<file path="config.mk">
export PLATFORM = sky130hd
export DESIGN_NAME = wheel_speed_and_countdowns_core
export DESIGN_NICKNAME = d
export VERILOG_FILES = /design/src/wsc_pkg.sv /design/src/wsc_div.sv /design/src/wsc_datapath.sv /design/src/wsc_ctrl.sv /design/src/wheel_speed_and_countdowns_core.sv
export VERILOG_INCLUDE_DIRS = /design/src /design/src/src
export SDC_FILE = /design/constraint.sdc
export NUM_CORES = 1
export LEC_CHECK = 0
export ABC_AREA = 1
export BUFFER_PORTS_ARGS = -buffer_cell sky130_fd_sc_hd__buf_2
export CORE_MARGIN = 4
export CORE_UTILIZATION = 62
export CTS_CLUSTER_SIZE = 16
export DETAILED_ROUTE_END_ITERATION = 12
export MAX_ROUTING_LAYER = met4
export PLACE_DENSITY = 0.78
export SYNTH_ARGS = -nofsm -noshare
export SYNTH_HDL_FRONTEND = slang
export SYNTH_HIERARCHICAL = 1
export SYNTH_SLANG_ARGS = --single-unit
</file>
<file path="constraint.sdc">
create_clock -name clk_i -period 14.61 [get_ports clk_i]
set_clock_uncertainty 0.05 [all_clocks]
set_input_delay 2.1915 -clock clk_i [delete_from_list [all_inputs] [get_ports clk_i]]
set_output_delay 2.1915 -clock clk_i [all_outputs]
set_load 0.005 [all_outputs]
</file>
<file path="src/wheel_speed_and_countdowns_core_macros.svh">
// ----------------------------------------------------------------------------
// wheel speed and countdowns assertion macros
// shared concurrent assertion helpers, empty for synthesis
// ----------------------------------------------------------------------------
`ifndef WHEEL_SPEED_AND_COUNTDOWNS_CORE_MACROS_SVH
`define WHEEL_SPEED_AND_COUNTDOWNS_CORE_MACROS_SVH

`ifndef SYNTHESIS
`define WSC_ASSERT(lbl, prop) \
  lbl: assert property (@(posedge clk_i) disable iff (!rst_ni) prop) \
    else $error("assertion failed");
`define WSC_ASSERT_NEVER(lbl, cond) \
  lbl: assert property (@(posedge clk_i) disable iff (!rst_ni) !(cond)) \
    else $error("forbidden condition");
`else
`define WSC_ASSERT(lbl, prop)
`define WSC_ASSERT_NEVER(lbl, cond)
`endif

`endif

</file>
<file path="src/wsc_pkg.sv">
`timescale 1ns / 1ps
// ----------------------------------------------------------------------------
// wsc_pkg
// shared types and constants of the wheel speed and countdowns core
// ----------------------------------------------------------------------------
package wsc_pkg;

  localparam int unsigned InDataW  = 48;
  localparam int unsigned OutDataW = 184;
  localparam int unsigned CfgIdxW  = 2;
  localparam int unsigned CfgDataW = 17;

  // divider sizes: speed dividend is circ*9 << 17, divisor period*100
  localparam int unsigned DvdW = 37;
  localparam int unsigned DvsW = 24;
  localparam int unsigned DivCntW = 6;

  localparam logic [CfgIdxW-1:0] CfgCirc    = 2'd0;
  localparam logic [CfgIdxW-1:0] CfgSvcKm   = 2'd1;
  localparam logic [CfgIdxW-1:0] CfgTripKm  = 2'd2;
  localparam logic [CfgIdxW-1:0] CfgTripSec = 2'd3;

  localparam logic [15:0] CircReset = 16'd2100;
  localparam logic [20:0] MmPerKm   = 21'd1000000;
  localparam logic [17:0] TicksPerSec = 18'd32768;
  localparam logic [17:0] TickAccMax  = 18'd131071;

  typedef struct packed {
    logic load_in;
    logic div_start;
    logic div_accel;   // 0: speed division, 1: acceleration division
    logic lat_speed;
    logic lat_accel;
    logic commit;
  } wsc_cmd_t;

  typedef struct packed {
    logic moving;
    logic div_done;
  } wsc_sts_t;

endpackage

</file>
<file path="src/wsc_div.sv">
`timescale 1ns / 1ps
// ----------------------------------------------------------------------------
// wsc_div
// restoring serial divider, one quotient bit per cycle
// ----------------------------------------------------------------------------
module wsc_div
  import wsc_pkg::*;
(
  input  logic            clk_i,
  input  logic            rst_ni,
  input  logic            start_i,
  input  logic [DvdW-1:0] dividend_i,
  input  logic [DvsW-1:0] divisor_i,
  output logic            done_o,
  output logic [DvdW-1:0] quot_o
);

  logic [DvdW-1:0]    dvd_q, dvd_d;
  logic [DvsW-1:0]    rem_q, rem_d;
  logic [DvsW-1:0]    dvs_q;
  logic [DivCntW-1:0] cnt_q, cnt_d;
  logic               done_q;
  logic [DvsW:0]      shifted;
  logic [DvsW+1:0]    trial;

  always_comb begin
    shifted = {rem_q, dvd_q[DvdW-1]};
    trial   = {1'b0, shifted} - {2'b00, dvs_q};
    dvd_d   = dvd_q;
    rem_d   = rem_q;
    cnt_d   = cnt_q;
    if (cnt_q != '0) begin
      cnt_d = cnt_q - 1'b1;
      if (!trial[DvsW+1]) begin
        rem_d = trial[DvsW-1:0];
        dvd_d = {dvd_q[DvdW-2:0], 1'b1};
      end else begin
        rem_d = shifted[DvsW-1:0];
        dvd_d = {dvd_q[DvdW-2:0], 1'b0};
      end
    end
  end

  always_ff @(posedge clk_i or negedge rst_ni) begin
    if (!rst_ni) begin
      cnt_q  <= '0;
      done_q <= 1'b0;
    end else if (start_i) begin
      cnt_q  <= DivCntW'(DvdW);
      done_q <= 1'b0;
    end else begin
      cnt_q  <= cnt_d;
      done_q <= (cnt_q == DivCntW'(1));
    end
  end

  always_ff @(posedge clk_i) begin
    if (start_i) begin
      dvd_q <= dividend_i;
      rem_q <= '0;
      dvs_q <= divisor_i;
    end else begin
      dvd_q <= dvd_d;
      rem_q <= rem_d;
    end
  end

  assign done_o = done_q;
  assign quot_o = dvd_q;

endmodule

</file>
<file path="src/wsc_datapath.sv">
`timescale 1ns / 1ps
// ----------------------------------------------------------------------------
// wsc_datapath
// input and config registers, shared divider, ride state and countdowns
// ----------------------------------------------------------------------------
module wsc_datapath
  import wsc_pkg::*;
(
  input  logic                clk_i,
  input  logic                rst_ni,
  input  wsc_cmd_t            cmd_i,
  output wsc_sts_t            sts_o,
  input  logic [InDataW-1:0]  in_data_i,
  input  logic                cfg_we_i,
  input  logic [CfgIdxW-1:0]  cfg_addr_i,
  input  logic [CfgDataW-1:0] cfg_wdata_i,
  output logic [OutDataW-1:0] out_data_o
);

  logic [15:0] period_q;
  logic [31:0] clk_sec_q;
  logic [15:0] circ_q;

  logic [15:0] speed_q;
  logic [31:0] accel_q;
  logic        neg_q;

  logic [15:0] prev_speed_q, peak_speed_q;
  logic [31:0] peak_accel_q, ride_start_q;
  logic [20:0] svc_acc_q, trip_acc_q;
  logic [17:0] tick_acc_q;
  logic [16:0] svc_cnt_q;
  logic [15:0] trip_cnt_q, sec_cnt_q;

  logic [OutDataW-1:0] out_q;

  // divider operands
  logic [DvdW-1:0] div_dvd;
  logic [DvsW-1:0] div_dvs;
  logic            div_done;
  logic [DvdW-1:0] div_quot;
  logic [19:0]     circ_x9;
  logic [15:0]     mag;
  logic            neg;

  always_comb begin
    circ_x9 = {4'b0, circ_q} + {1'b0, circ_q, 3'b000};
    neg     = speed_q < prev_speed_q;
    mag     = neg ? (prev_speed_q - speed_q) : (speed_q - prev_speed_q);
    if (cmd_i.div_accel) begin
      div_dvd = {6'b0, mag, 15'b0};
      div_dvs = {8'b0, period_q};
    end else begin
      div_dvd = {circ_x9, 17'b0};
      // period*100 = period*64 + period*32 + period*4
      div_dvs = {2'b0, period_q, 6'b0} + {3'b0, period_q, 5'b0} + {6'b0, period_q, 2'b0};
    end
  end

  wsc_div u_div (
    .clk_i      (clk_i),
    .rst_ni     (rst_ni),
    .start_i    (cmd_i.div_start),
    .dividend_i (div_dvd),
    .divisor_i  (div_dvs),
    .done_o     (div_done),
    .quot_o     (div_quot)
  );

  assign sts_o.moving   = (period_q != '0);
  assign sts_o.div_done = div_done;

  // commit values
  logic        moving;
  logic [15:0] speed_w;
  logic [31:0] accel_w;
  logic [15:0] peak_speed_d, prev_speed_d;
  logic [31:0] peak_accel_d, ride_start_d;
  logic [20:0] svc_acc_d, trip_acc_d, svc_sum, trip_sum;
  logic [16:0] svc_cnt_d;
  logic [15:0] trip_cnt_d, sec_cnt_d;
  logic [17:0] tick_acc_d, tick_sum;
  logic        svc_alert, trip_alert, sec_alert;

  always_comb begin
    moving  = (period_q != '0);
    speed_w = moving ? speed_q : '0;
    accel_w = moving ? accel_q : '0;

    peak_speed_d = (moving && speed_q > peak_speed_q) ? speed_q : peak_speed_q;
    prev_speed_d = moving ? speed_q : prev_speed_q;
    if (!moving) begin
      peak_accel_d = '0;
      ride_start_d = '0;
    end else begin
      peak_accel_d = ($signed(accel_q) > $signed(peak_accel_q)) ? accel_q : peak_accel_q;
      ride_start_d = (ride_start_q == '0) ? clk_sec_q : ride_start_q;
    end

    // service km countdown
    svc_sum   = svc_acc_q + {5'b0, circ_q};
    svc_acc_d = svc_acc_q;
    svc_cnt_d = svc_cnt_q;
    svc_alert = 1'b0;
    if (svc_cnt_q != '0) begin
      svc_acc_d = svc_sum;
      if (svc_sum >= MmPerKm) begin
        svc_acc_d = svc_sum - MmPerKm;
        if (svc_cnt_q == 17'd1) begin
          svc_alert = 1'b1;
          svc_acc_d = '0;
        end
        svc_cnt_d = svc_cnt_q - 1'b1;
      end
    end

    // trip km countdown
    trip_sum   = trip_acc_q + {5'b0, circ_q};
    trip_acc_d = trip_acc_q;
    trip_cnt_d = trip_cnt_q;
    trip_alert = 1'b0;
    if (trip_cnt_q != '0) begin
      trip_acc_d = trip_sum;
      if (trip_sum >= MmPerKm) begin
        trip_acc_d = trip_sum - MmPerKm;
        if (trip_cnt_q == 16'd1) begin
          trip_alert = 1'b1;
          trip_acc_d = '0;
        end
        trip_cnt_d = trip_cnt_q - 1'b1;
      end
    end

    // trip seconds countdown, accumulator saturates at 17 bits
    tick_sum   = tick_acc_q + {2'b0, period_q};
    tick_acc_d = tick_acc_q;
    sec_cnt_d  = sec_cnt_q;
    sec_alert  = 1'b0;
    if (sec_cnt_q != '0) begin
      tick_acc_d = (tick_sum > TickAccMax) ? TickAccMax : tick_sum;
      if (tick_acc_d > TicksPerSec) begin
        tick_acc_d = tick_acc_d - TicksPerSec;
        if (sec_cnt_q == 16'd1) begin
          sec_alert  = 1'b1;
          tick_acc_d = '0;
        end
        sec_cnt_d = sec_cnt_q - 1'b1;
      end
    end
  end

  always_ff @(posedge clk_i or negedge rst_ni) begin
    if (!rst_ni) begin
      circ_q       <= CircReset;
      prev_speed_q <= '0;
      peak_speed_q <= '0;
      peak_accel_q <= '0;
      ride_start_q <= '0;
      svc_acc_q    <= '0;
      trip_acc_q   <= '0;
      tick_acc_q   <= '0;
      svc_cnt_q    <= '0;
      trip_cnt_q   <= '0;
      sec_cnt_q    <= '0;
    end else if (cfg_we_i) begin
      case (cfg_addr_i)
        CfgCirc: circ_q <= cfg_wdata_i[15:0];
        CfgSvcKm: begin
          svc_cnt_q <= cfg_wdata_i;
          svc_acc_q <= '0;
        end
        CfgTripKm: begin
          trip_cnt_q <= cfg_wdata_i[15:0];
          trip_acc_q <= '0;
        end
        CfgTripSec: begin
          sec_cnt_q  <= cfg_wdata_i[15:0];
          tick_acc_q <= '0;
        end
        default: ;
      endcase
    end else if (cmd_i.commit) begin
      prev_speed_q <= prev_speed_d;
      peak_speed_q <= peak_speed_d;
      peak_accel_q <= peak_accel_d;
      ride_start_q <= ride_start_d;
      svc_acc_q    <= svc_acc_d;
      trip_acc_q   <= trip_acc_d;
      tick_acc_q   <= tick_acc_d;
      svc_cnt_q    <= svc_cnt_d;
      trip_cnt_q   <= trip_cnt_d;
      sec_cnt_q    <= sec_cnt_d;
    end
  end

  always_ff @(posedge clk_i) begin
    if (cmd_i.load_in) begin
      period_q  <= in_data_i[15:0];
      clk_sec_q <= in_data_i[47:16];
    end
    if (cmd_i.div_start && cmd_i.div_accel) begin
      neg_q <= neg;
    end
    if (cmd_i.lat_speed) begin
      speed_q <= (div_quot[DvdW-1:16] != '0) ? 16'hFFFF : div_quot[15:0];
    end
    if (cmd_i.lat_accel) begin
      accel_q <= neg_q ? (32'd0 - div_quot[31:0]) : div_quot[31:0];
    end
    if (cmd_i.commit) begin
      out_q <= {4'b0, sec_alert, trip_alert, svc_alert, sec_cnt_d, trip_cnt_d,
                svc_cnt_d, ride_start_d, peak_accel_d, accel_w, peak_speed_d,
                speed_w};
    end
  end

  assign out_data_o = out_q;

endmodule

</file>
<file path="src/wsc_ctrl.sv">
`timescale 1ns / 1ps
// ----------------------------------------------------------------------------
// wsc_ctrl
// sequencer for one revolution: load, two divisions when moving, commit to output
// ----------------------------------------------------------------------------
`include "wheel_speed_and_countdowns_core_macros.svh"

module wsc_ctrl
  import wsc_pkg::*;
(
  input  logic     clk_i,
  input  logic     rst_ni,
  input  logic     s_tvalid_i,
  output logic     s_tready_o,
  output logic     m_tvalid_o,
  input  logic     m_tready_i,
  input  wsc_sts_t sts_i,
  output wsc_cmd_t cmd_o
);

  typedef enum logic [2:0] {
    StIdle,
    StSpdGo,
    StSpdWait,
    StAccGo,
    StAccWait,
    StCommit
  } state_e;

  state_e state_q;
  logic   m_tvalid_q;
  logic   slot_free;

  assign slot_free  = !m_tvalid_q || m_tready_i;
  assign s_tready_o = (state_q == StIdle);
  assign m_tvalid_o = m_tvalid_q;

  always_comb begin
    cmd_o           = '0;
    cmd_o.load_in   = (state_q == StIdle) && s_tvalid_i;
    cmd_o.div_start = ((state_q == StSpdGo) && sts_i.moving) || (state_q == StAccGo);
    cmd_o.div_accel = (state_q == StAccGo);
    cmd_o.lat_speed = (state_q == StSpdWait) && sts_i.div_done;
    cmd_o.lat_accel = (state_q == StAccWait) && sts_i.div_done;
    cmd_o.commit    = (state_q == StCommit) && slot_free;
  end

  always_ff @(posedge clk_i or negedge rst_ni) begin
    if (!rst_ni) begin
      state_q    <= StIdle;
      m_tvalid_q <= 1'b0;
    end else begin
      if ((state_q == StCommit) && slot_free) begin
        m_tvalid_q <= 1'b1;
      end else if (m_tready_i) begin
        m_tvalid_q <= 1'b0;
      end
      case (state_q)
        StIdle: begin
          if (s_tvalid_i) begin
            state_q <= StSpdGo;
          end
        end
        StSpdGo: begin
          state_q <= sts_i.moving ? StSpdWait : StCommit;
        end
        StSpdWait: begin
          if (sts_i.div_done) begin
            state_q <= StAccGo;
          end
        end
        StAccGo: begin
          state_q <= StAccWait;
        end
        StAccWait: begin
          if (sts_i.div_done) begin
            state_q <= StCommit;
          end
        end
        StCommit: begin
          if (slot_free) begin
            state_q <= StIdle;
          end
        end
        default: state_q <= StIdle;
      endcase
    end
  end

  `WSC_ASSERT(a_commit_slot, cmd_o.commit |-> slot_free)
  `WSC_ASSERT(a_commit_valid, cmd_o.commit |=> m_tvalid_o)
  `WSC_ASSERT_NEVER(a_single_cmd, cmd_o.load_in && (cmd_o.div_start || cmd_o.commit))
  `WSC_ASSERT(a_done_waits, sts_i.div_done |-> (state_q == StSpdWait || state_q == StAccWait))

endmodule

</file>
<file path="src/wheel_speed_and_countdowns_core.sv">
`timescale 1ns / 1ps
// a moving revolution runs the serial divider twice, for speed then
// acceleration; a stopped revolution (period 0) skips both divisions
// one revolution in flight: no new request is taken until the last one is
// committed, which waits for a free output slot; the next request is taken
// while a result waits
// reset: asynchronous active low, circumference 2100 mm, ride state and
// countdowns cleared, no clearing pass
// ----------------------------------------------------------------------------
// wheel_speed_and_countdowns_core
// wheel speed, acceleration, peaks, ride start and distance/time countdowns
// ----------------------------------------------------------------------------
module wheel_speed_and_countdowns_core
  import wsc_pkg::*;
(
  input  logic                clk_i,
  input  logic                rst_ni,
  input  logic                s_axis_tvalid,
  output logic                s_axis_tready,
  // period_ticks[15:0], clock_seconds[47:16]
  input  logic [InDataW-1:0]  s_axis_tdata,
  output logic                m_axis_tvalid,
  input  logic                m_axis_tready,
  // speed[15:0], peak_speed_out[31:16], acceleration[63:32],
  // peak_accel_out[95:64], start_time[127:96], service_km_left[144:128],
  // trip_km_left[160:145], trip_sec_left[176:161], service_alert[177],
  // distance_alert[178], time_alert[179], zero fill[183:180]
  output logic [OutDataW-1:0] m_axis_tdata,
  input  logic                cfg_we_i,
  input  logic [CfgIdxW-1:0]  cfg_addr_i,
  input  logic [CfgDataW-1:0] cfg_wdata_i
);

  wsc_cmd_t cmd;
  wsc_sts_t sts;

  wsc_ctrl u_ctrl (
    .clk_i      (clk_i),
    .rst_ni     (rst_ni),
    .s_tvalid_i (s_axis_tvalid),
    .s_tready_o (s_axis_tready),
    .m_tvalid_o (m_axis_tvalid),
    .m_tready_i (m_axis_tready),
    .sts_i      (sts),
    .cmd_o      (cmd)
  );

  wsc_datapath u_dp (
    .clk_i       (clk_i),
    .rst_ni      (rst_ni),
    .cmd_i       (cmd),
    .sts_o       (sts),
    .in_data_i   (s_axis_tdata),
    .cfg_we_i    (cfg_we_i),
    .cfg_addr_i  (cfg_addr_i),
    .cfg_wdata_i (cfg_wdata_i),
    .out_data_o  (m_axis_tdata)
  );

endmodule
</file>
---- Word level (Yosys, flattened, before mapping) ----
Cells that the tools add are included.
word-level totals
  register bits after elaboration ......... 594
  latch bits .............................. 0
  RAM bits ................................ 0
  bits in read-only memories .............. 0
  input port bits ......................... 72
  memories ................................ 0
cells by class
  $add $sub $neg .......................... 17
  multipliers ............................. 0
  divide/modulo/power cells ............... 0
  $lt $le $gt $ge ......................... 7
  equality and inequality tests ........... 19
  shift operators ......................... 0
  muxes and demuxes ....................... 61
  bitwise logic cells ..................... 1
  reduce and logical (&&, ||, !) cells .... 38
operator list
  operator                                                                            count
  21-bit 2-to-1 mux                                                                   12
  16-bit 2-to-1 mux                                                                   13
  32-bit 2-to-1 mux                                                                   5
  18-bit 2-to-1 mux                                                                   7
  37-bit 2-to-1 mux                                                                   3
  17-bit 2-to-1 mux                                                                   5
  16-bit nonzero test                                                                 3
  21-bit by 16-bit adder with 21-bit output                                           2
  21-bit by 20-bit >= comparator with 1-bit output (second input constant)            2
  21-bit by 20-bit subtractor with 21-bit output (second input constant)              2
  16-bit by 1-bit equality test with 1-bit output (second input constant)             2
  32-bit greater-than comparator                                                      1
  32-bit logical NOT                                                                  1
  1-bit by 32-bit subtractor with 32-bit output (first input constant)                1
  16-bit by 1-bit subtractor with 16-bit output (second input constant)               2
  16-bit subtractor                                                                   2
  25-bit by 24-bit subtractor with 26-bit output                                      1
  23-bit by 18-bit adder with 24-bit output                                           1
  24-bit 2-to-1 mux                                                                   1
  22-bit by 21-bit adder with 23-bit output                                           1
  21-bit nonzero test                                                                 1
  16-bit by 19-bit adder with 20-bit output                                           1
  18-bit by 16-bit adder with 18-bit output                                           1
  18-bit by 16-bit greater-than comparator with 1-bit output (second input constant)  1
  31 further kinds                                                                    72

---- Longest topological paths before layout ----
  depth after elaboration ................. 9
  mapped depth ............................ 25

---- Modules after synthesis ----
The synthesis kept the hierarchy.
by module, submodules not included
  module        instances  cells each  area an instance (µm²)  seq. area each (µm²)
  wsc_datapath  1          3756        30489.2                 13853.3
  wsc_div       1          760         5694.2                  2487.4
  wsc_ctrl      1          47          306.5                   100.1

---- Worst setup path after synthesis ----
Ideal clock, no wire load.
  path kind ............................... in2reg
  from .................................... input port m_axis_tready
  to ...................................... register u_dp.tick_acc_q[10]
  library setup time ...................... 0.083 ns
  arrival ................................. 13.160 ns
  required time ........................... 14.477 ns
  slack ................................... 1.318 ns
  stages on the path ...................... 12
  path through ............................ inv_1 -> a21oi_1 -> nand2_1 -> clkbuf_1 -> nand2_1 -> o21ai_1 -> inv_1 -> nand2_1 -> inv_1 -> clkbuf_1 -> nand2_1 -> o21ai_0
RTL lines
  element                 line                                   RTL
  start: declaration      wheel_speed_and_countdowns_core.sv:23  input logic m_axis_tready,
  end signal: assignment  wsc_datapath.sv:189                    tick_acc_q <= tick_acc_d;
  end: declaration        wsc_datapath.sv:31                     logic [17:0] tick_acc_q;

---- Final worst setup path ----
  from .................................... input port cfg_we_i
  to ...................................... register u_dp.prev_speed_q[1]
on the way
  cells in the longest elaborated chain, start to end .. 2
ends and longest elaborated chain
  element                        line                                   RTL
  start: declaration             wheel_speed_and_countdowns_core.sv:29  input logic cfg_we_i,
  1-bit NOT (no line)            n/a
  3-bit AND reduction (no line)  n/a
  end signal: assignment         wsc_datapath.sv:183                    prev_speed_q <= prev_speed_d;
  end: declaration               wsc_datapath.sv:28                     logic [15:0] prev_speed_q, peak_speed_q;
No other way between the ends.
A chain may end at the register's enable or synchronous reset.

==> results.txt <==
----------------------------------------------------
[Status]
  Outcome ... completed

[Hold path]
  Worst Hold Class ... reg2reg
  Count of cells along the worst hold path ... 2
  Hold Crit Endpoint ... u_dp/u_div/rem_q[22]
  Hold Path Origin ... u_dp/u_div/rem_q[22]

[Yosys]
  Synth Warn # ... 6
  Most instantiated flip-flop cell in the synthesis netlist ... sky130_fd_sc_hd__edfxtp_1
  Unique cell type count in the Yosys netlist ... 68
  Fraction of registers with async set/reset ... 39.06%
  FF+latch count, synth ... 594
  Instance count of the mapped netlist ... 4563
  Avg Synthesized Cell Area ... 7.997 um^2
  Fraction of the yosys area taken by sequential cells ... 45.06%
  Cell area after synthesis ... 0.03649 mm^2
  Post-synth EDFFs ... 338

[Critical path]
  R2R depth ... 14
  Crit path capture type ... flip-flop
  Worst Path Arrival ... 5.74 ns
  CP Max Fanout ... 55
  Terminus of the critical flop-to-flop path ... u_dp/u_div/rem_q[9]
  Buffers and inverters on the worst path ... 4
  Setup Crit Path Kind ... in2reg
  Critical Path Most Common Cell ... sky130_fd_sc_hd__nand2_1
  Required time of the critical path ... 14.99 ns
  Setup slack on the worst flop-to-flop path ... 10.10 ns
  CP peak stage delay ... 0.91 ns
  Worst-path cell chain ... buf_2 > inv_2 > nand2_1 > buf_4 > clkinv_2 > nand2_1 > o21ai_0
  CP max-delay cell ... sky130_fd_sc_hd__nand2_1
  Gate family responsible for the most delay along the worst path ... buffers and inverters
  Nature of the critical path startpoint ... input port
  Worst r2r src ... u_dp/period_q[14]

[STA]
  Worst slew margin ... 19.90%
  Number of slew-limit violations in the final report ... 0
  Post-route fraction of the period consumed by the critical path ... 36.68%
  Count of endpoints failing setup in the final report ... 0
  Fmax ... 0.1866 GHz
  Unrepaired setup endpoints after global routing ... false
  Post-route minimum period ... 5.359 ns
  Slew at the pin closest to its max-slew limit ... 1.200 ns
  Sum Neg Setup Slack ... 0 ns
  Number of hold-slack violations in the final timing report ... 0

[Routing]
  Highest metal layer with signal wires ... met4
  Met2 routed WL ... 44.71 mm
  Initial drt markers ... 2585
  Wire length per cell ... 16.72 um
  Number of antenna-violating nets in the routed design ... 0
  Met3 wire len ... 5.786 mm
  Final Routed Wirelength ... 93.86 mm
  Routed vias/inst ... 5.534
  Remaining DRCs ... 0
  Routed length on met1 ... 40.12 mm
  Drt pass-1 iters ... 6
  Routed vias ... 31060

[Pwr]
  LEAKAGE ... 19.44 nW
  Worst-case vdd ir drop ... 0.2130 mV
  Power consumption ... 8.153 mW
  Power density cells ... 201.1 mW/mm^2

[Final layout]
  Finished layout cell area ... 0.04055 mm^2
  Share of post-route cells with drive strength above 1 ... 10.05%
  Number of filler instances in the final layout ... 4716
  Layout area overhead ... 11.12%
  Most common library cell in the layout ignoring fill and taps ... sky130_fd_sc_hd__nand2_1
  Most used cells in the layout excluding fill and tap cells ... 1297 x sky130_fd_sc_hd__nand2_1, 590 x sky130_fd_sc_hd__inv_1, 388 x sky130_fd_sc_hd__nor2_1
  Register cell area after layout ... 0.01644 mm^2
  Number of nets in the layout ... 5094
  Post-layout utilization of the core ... 69.88%
  Total area of multi-input combinational cells ... 0.01727 mm^2

[Place]
  Half-perimeter wire length after placement ... 69.22 mm
  Final weighted congestion of routability-driven global placement ... 1.003
  Port bufs ... 253
  DP Area ... 0.03837 mm^2

[Clock network]
  Clk_lat worst skew ... 0.61 ns
  # hold bufs at CTS ... 0
  Clock tree root buffer cell ... sky130_fd_sc_hd__clkbuf_16
  Postcts setup bufs ... 0
  Clock tree from TritonCTS ... done
  CTS resizes ... 0
  CTS max path bufs ... 3
  Total number of clock tree sinks ... 594
  Num CTS Buffers ... 66
  CTS HTree Levels ... 3
  Clock transition at the registers of the reported paths ... 0.06 ns

[Die]
  Initial core utilization ... 62.89%
  Core area ... 0.05803 mm^2
  Die span in y ... 250.6 um
  Number of placed I/O pins ... 258
  Number of rows in the core area ... 88
  Horizontal extent of the die ... 250.6 um
  Area of the die ... 0.06280 mm^2

[GRT]
  Overflow left after global routing ... 0
  All-layer global routing usage ... 30.14%
  Antenna violations before repair ... 1
  Largest net degree at the start of global routing ... 112
  Via count of the first global-routing pass ... 29190
  Wire length of the first global-routing pass ... 150.4 mm

[Run]
  Max Cap Violations ... 0

----------------------------------------------------
layer usage:
| metal | vias to the layer above | track usage, % |
|---|---|---|
| met5 | - | - |
| met1 | 14440 | 39.94 |
| li1 | 15390 | - |
| met3 | 203 | 4.091 |
| met4 | 0 | 10.19 |
| met2 | 1031 | 48.40 |
worst max-delay path by stage:
stage	start	endpoint	slack, ns	cells after the start
2_1_floorplan	m_axis_tready	u_dp/tick_acc_q[10]	1.32	12
5_1_grt	cfg_we_i	u_dp/ride_start_q[29]	8.94	7
3_3_place_gp	cfg_we_i	u_dp/ride_start_q[29]	8.84	7
3_5_place_dp	cfg_we_i	u_dp/ride_start_q[12]	8.71	7
4_1_cts	cfg_we_i	u_dp/ride_start_q[12]	9.34	7
6_report	cfg_we_i	u_dp/prev_speed_q[1]	9.25	7
stage by stage:
step	hold WS [ns]	setup slack [ns]	instances
2_1_floorplan	0.3919	1.318	4582
3_3_place_gp	0.4084	8.838	5491
3_5_place_dp	0.4082	8.714	5491
4_1_cts	0.4177	9.337	5612
5_1_grt	0.4429	8.938	5613
6_report	0.4204	9.251	5613
power breakdown:
| part | total (mW) | internal [mW] | switching, mW |
|---|---|---|---|
| clock | 1.65 | 0.969 | 0.683 |
| combinational | 3.76 | 1.30 | 2.46 |
| sequential | 2.74 | 2.36 | 0.377 |
| total | 8.15 | 4.63 | 3.52 |
sequential cells by signal (all words and copies together) (netlist names), 17 cells and up:
signal and cells:
u_dp/accel_q 32, u_dp/clk_sec_q 32, u_dp/out_data_o 180, u_dp/peak_accel_q 32, u_dp/ride_start_q 32, u_dp/svc_acc_q 21
u_dp/svc_cnt_q 17, u_dp/tick_acc_q 18, u_dp/trip_acc_q 21, u_dp/u_div/dvs_q 24, u_dp/u_div/quot_o 37, u_dp/u_div/rem_q 24
cells in the mapped netlist (all sizes together), types with 2 or more instances:
| master | n | area [um^2] |
|---|---|---|
| nand2 | 1322 | 5037 |
| inv | 604 | 2270 |
| nor2 | 402 | 1554 |
| edfxtp | 338 | 10150 |
| nand3 | 312 | 1702 |
| o21ai | 301 | 1521 |
| a21oi | 268 | 1375 |
| dfrtp | 228 | 5705 |
| ha | 208 | 2603 |
| clkbuf | 88 | 331.6 |
| xor2 | 69 | 604.3 |
| nand4 | 67 | 419.2 |
| nor3 | 51 | 270.3 |
| buf | 42 | 282.8 |
| xnor2 | 41 | 366.6 |
| nand3b | 25 | 200.2 |
| and2 | 24 | 150.1 |
| dfxtp | 24 | 480.5 |
| fa | 20 | 400.4 |
| nor4 | 17 | 106.4 |
| mux2 | 14 | 157.7 |
| a21boi | 13 | 97.59 |
| a31oi | 11 | 68.82 |
| o21a | 9 | 67.56 |
| o21bai | 9 | 67.56 |
| o22ai | 6 | 37.54 |
| o31ai | 6 | 45.04 |
| o221ai | 5 | 43.79 |
| or2 | 5 | 31.28 |
| a211oi | 4 | 30.03 |
| a21o | 4 | 30.03 |
| dfstp | 4 | 105.1 |
| nor3b | 4 | 30.03 |
| o211ai | 3 | 27.52 |
| a221oi | 2 | 17.52 |
| a32o | 2 | 20.02 |
| mux2i | 2 | 20.02 |
| o2111ai | 2 | 17.52 |
layout make-up:
cell class | instances | area share [%]
Clock buffer | 94 | 4.684
Sequential cell | 594 | 40.55
Clock inverter | 27 | 0.6696
Multi-Input combinational cell | 3253 | 42.58
Inverter | 605 | 5.613
Timing Repair Buffer | 274 | 3.536
Tap cell | 765 | 2.361
Antenna cell | 1 | 0.006172
tightest hold or removal path, cell delays in order, from the launching register on:
cell and delay [ns]:
sky130_fd_sc_hd__dfxtp_1 0.32, sky130_fd_sc_hd__nand2_1 0.06, sky130_fd_sc_hd__nand2_1 0.04
kinds of logic (layout without fill, tap and decap cells):
logic type | Yosys count | in the layout | share of synthesized area, %
AND/OR/NAND/NOR | 2232 | 2232 | 26.10
buffers and inverters | 735 | 1000 | 7.914
AO/OA/AOI/OAI | 647 | 647 | 9.546
flip-flops | 594 | 594 | 45.06
adder cells (fa/ha/maj) | 228 | 228 | 8.229
XOR/XNOR | 110 | 110 | 2.661
multiplexers | 16 | 16 | 0.4869
other | 1 | 21 | 0.01028
(Power assumes the default switching activity.)
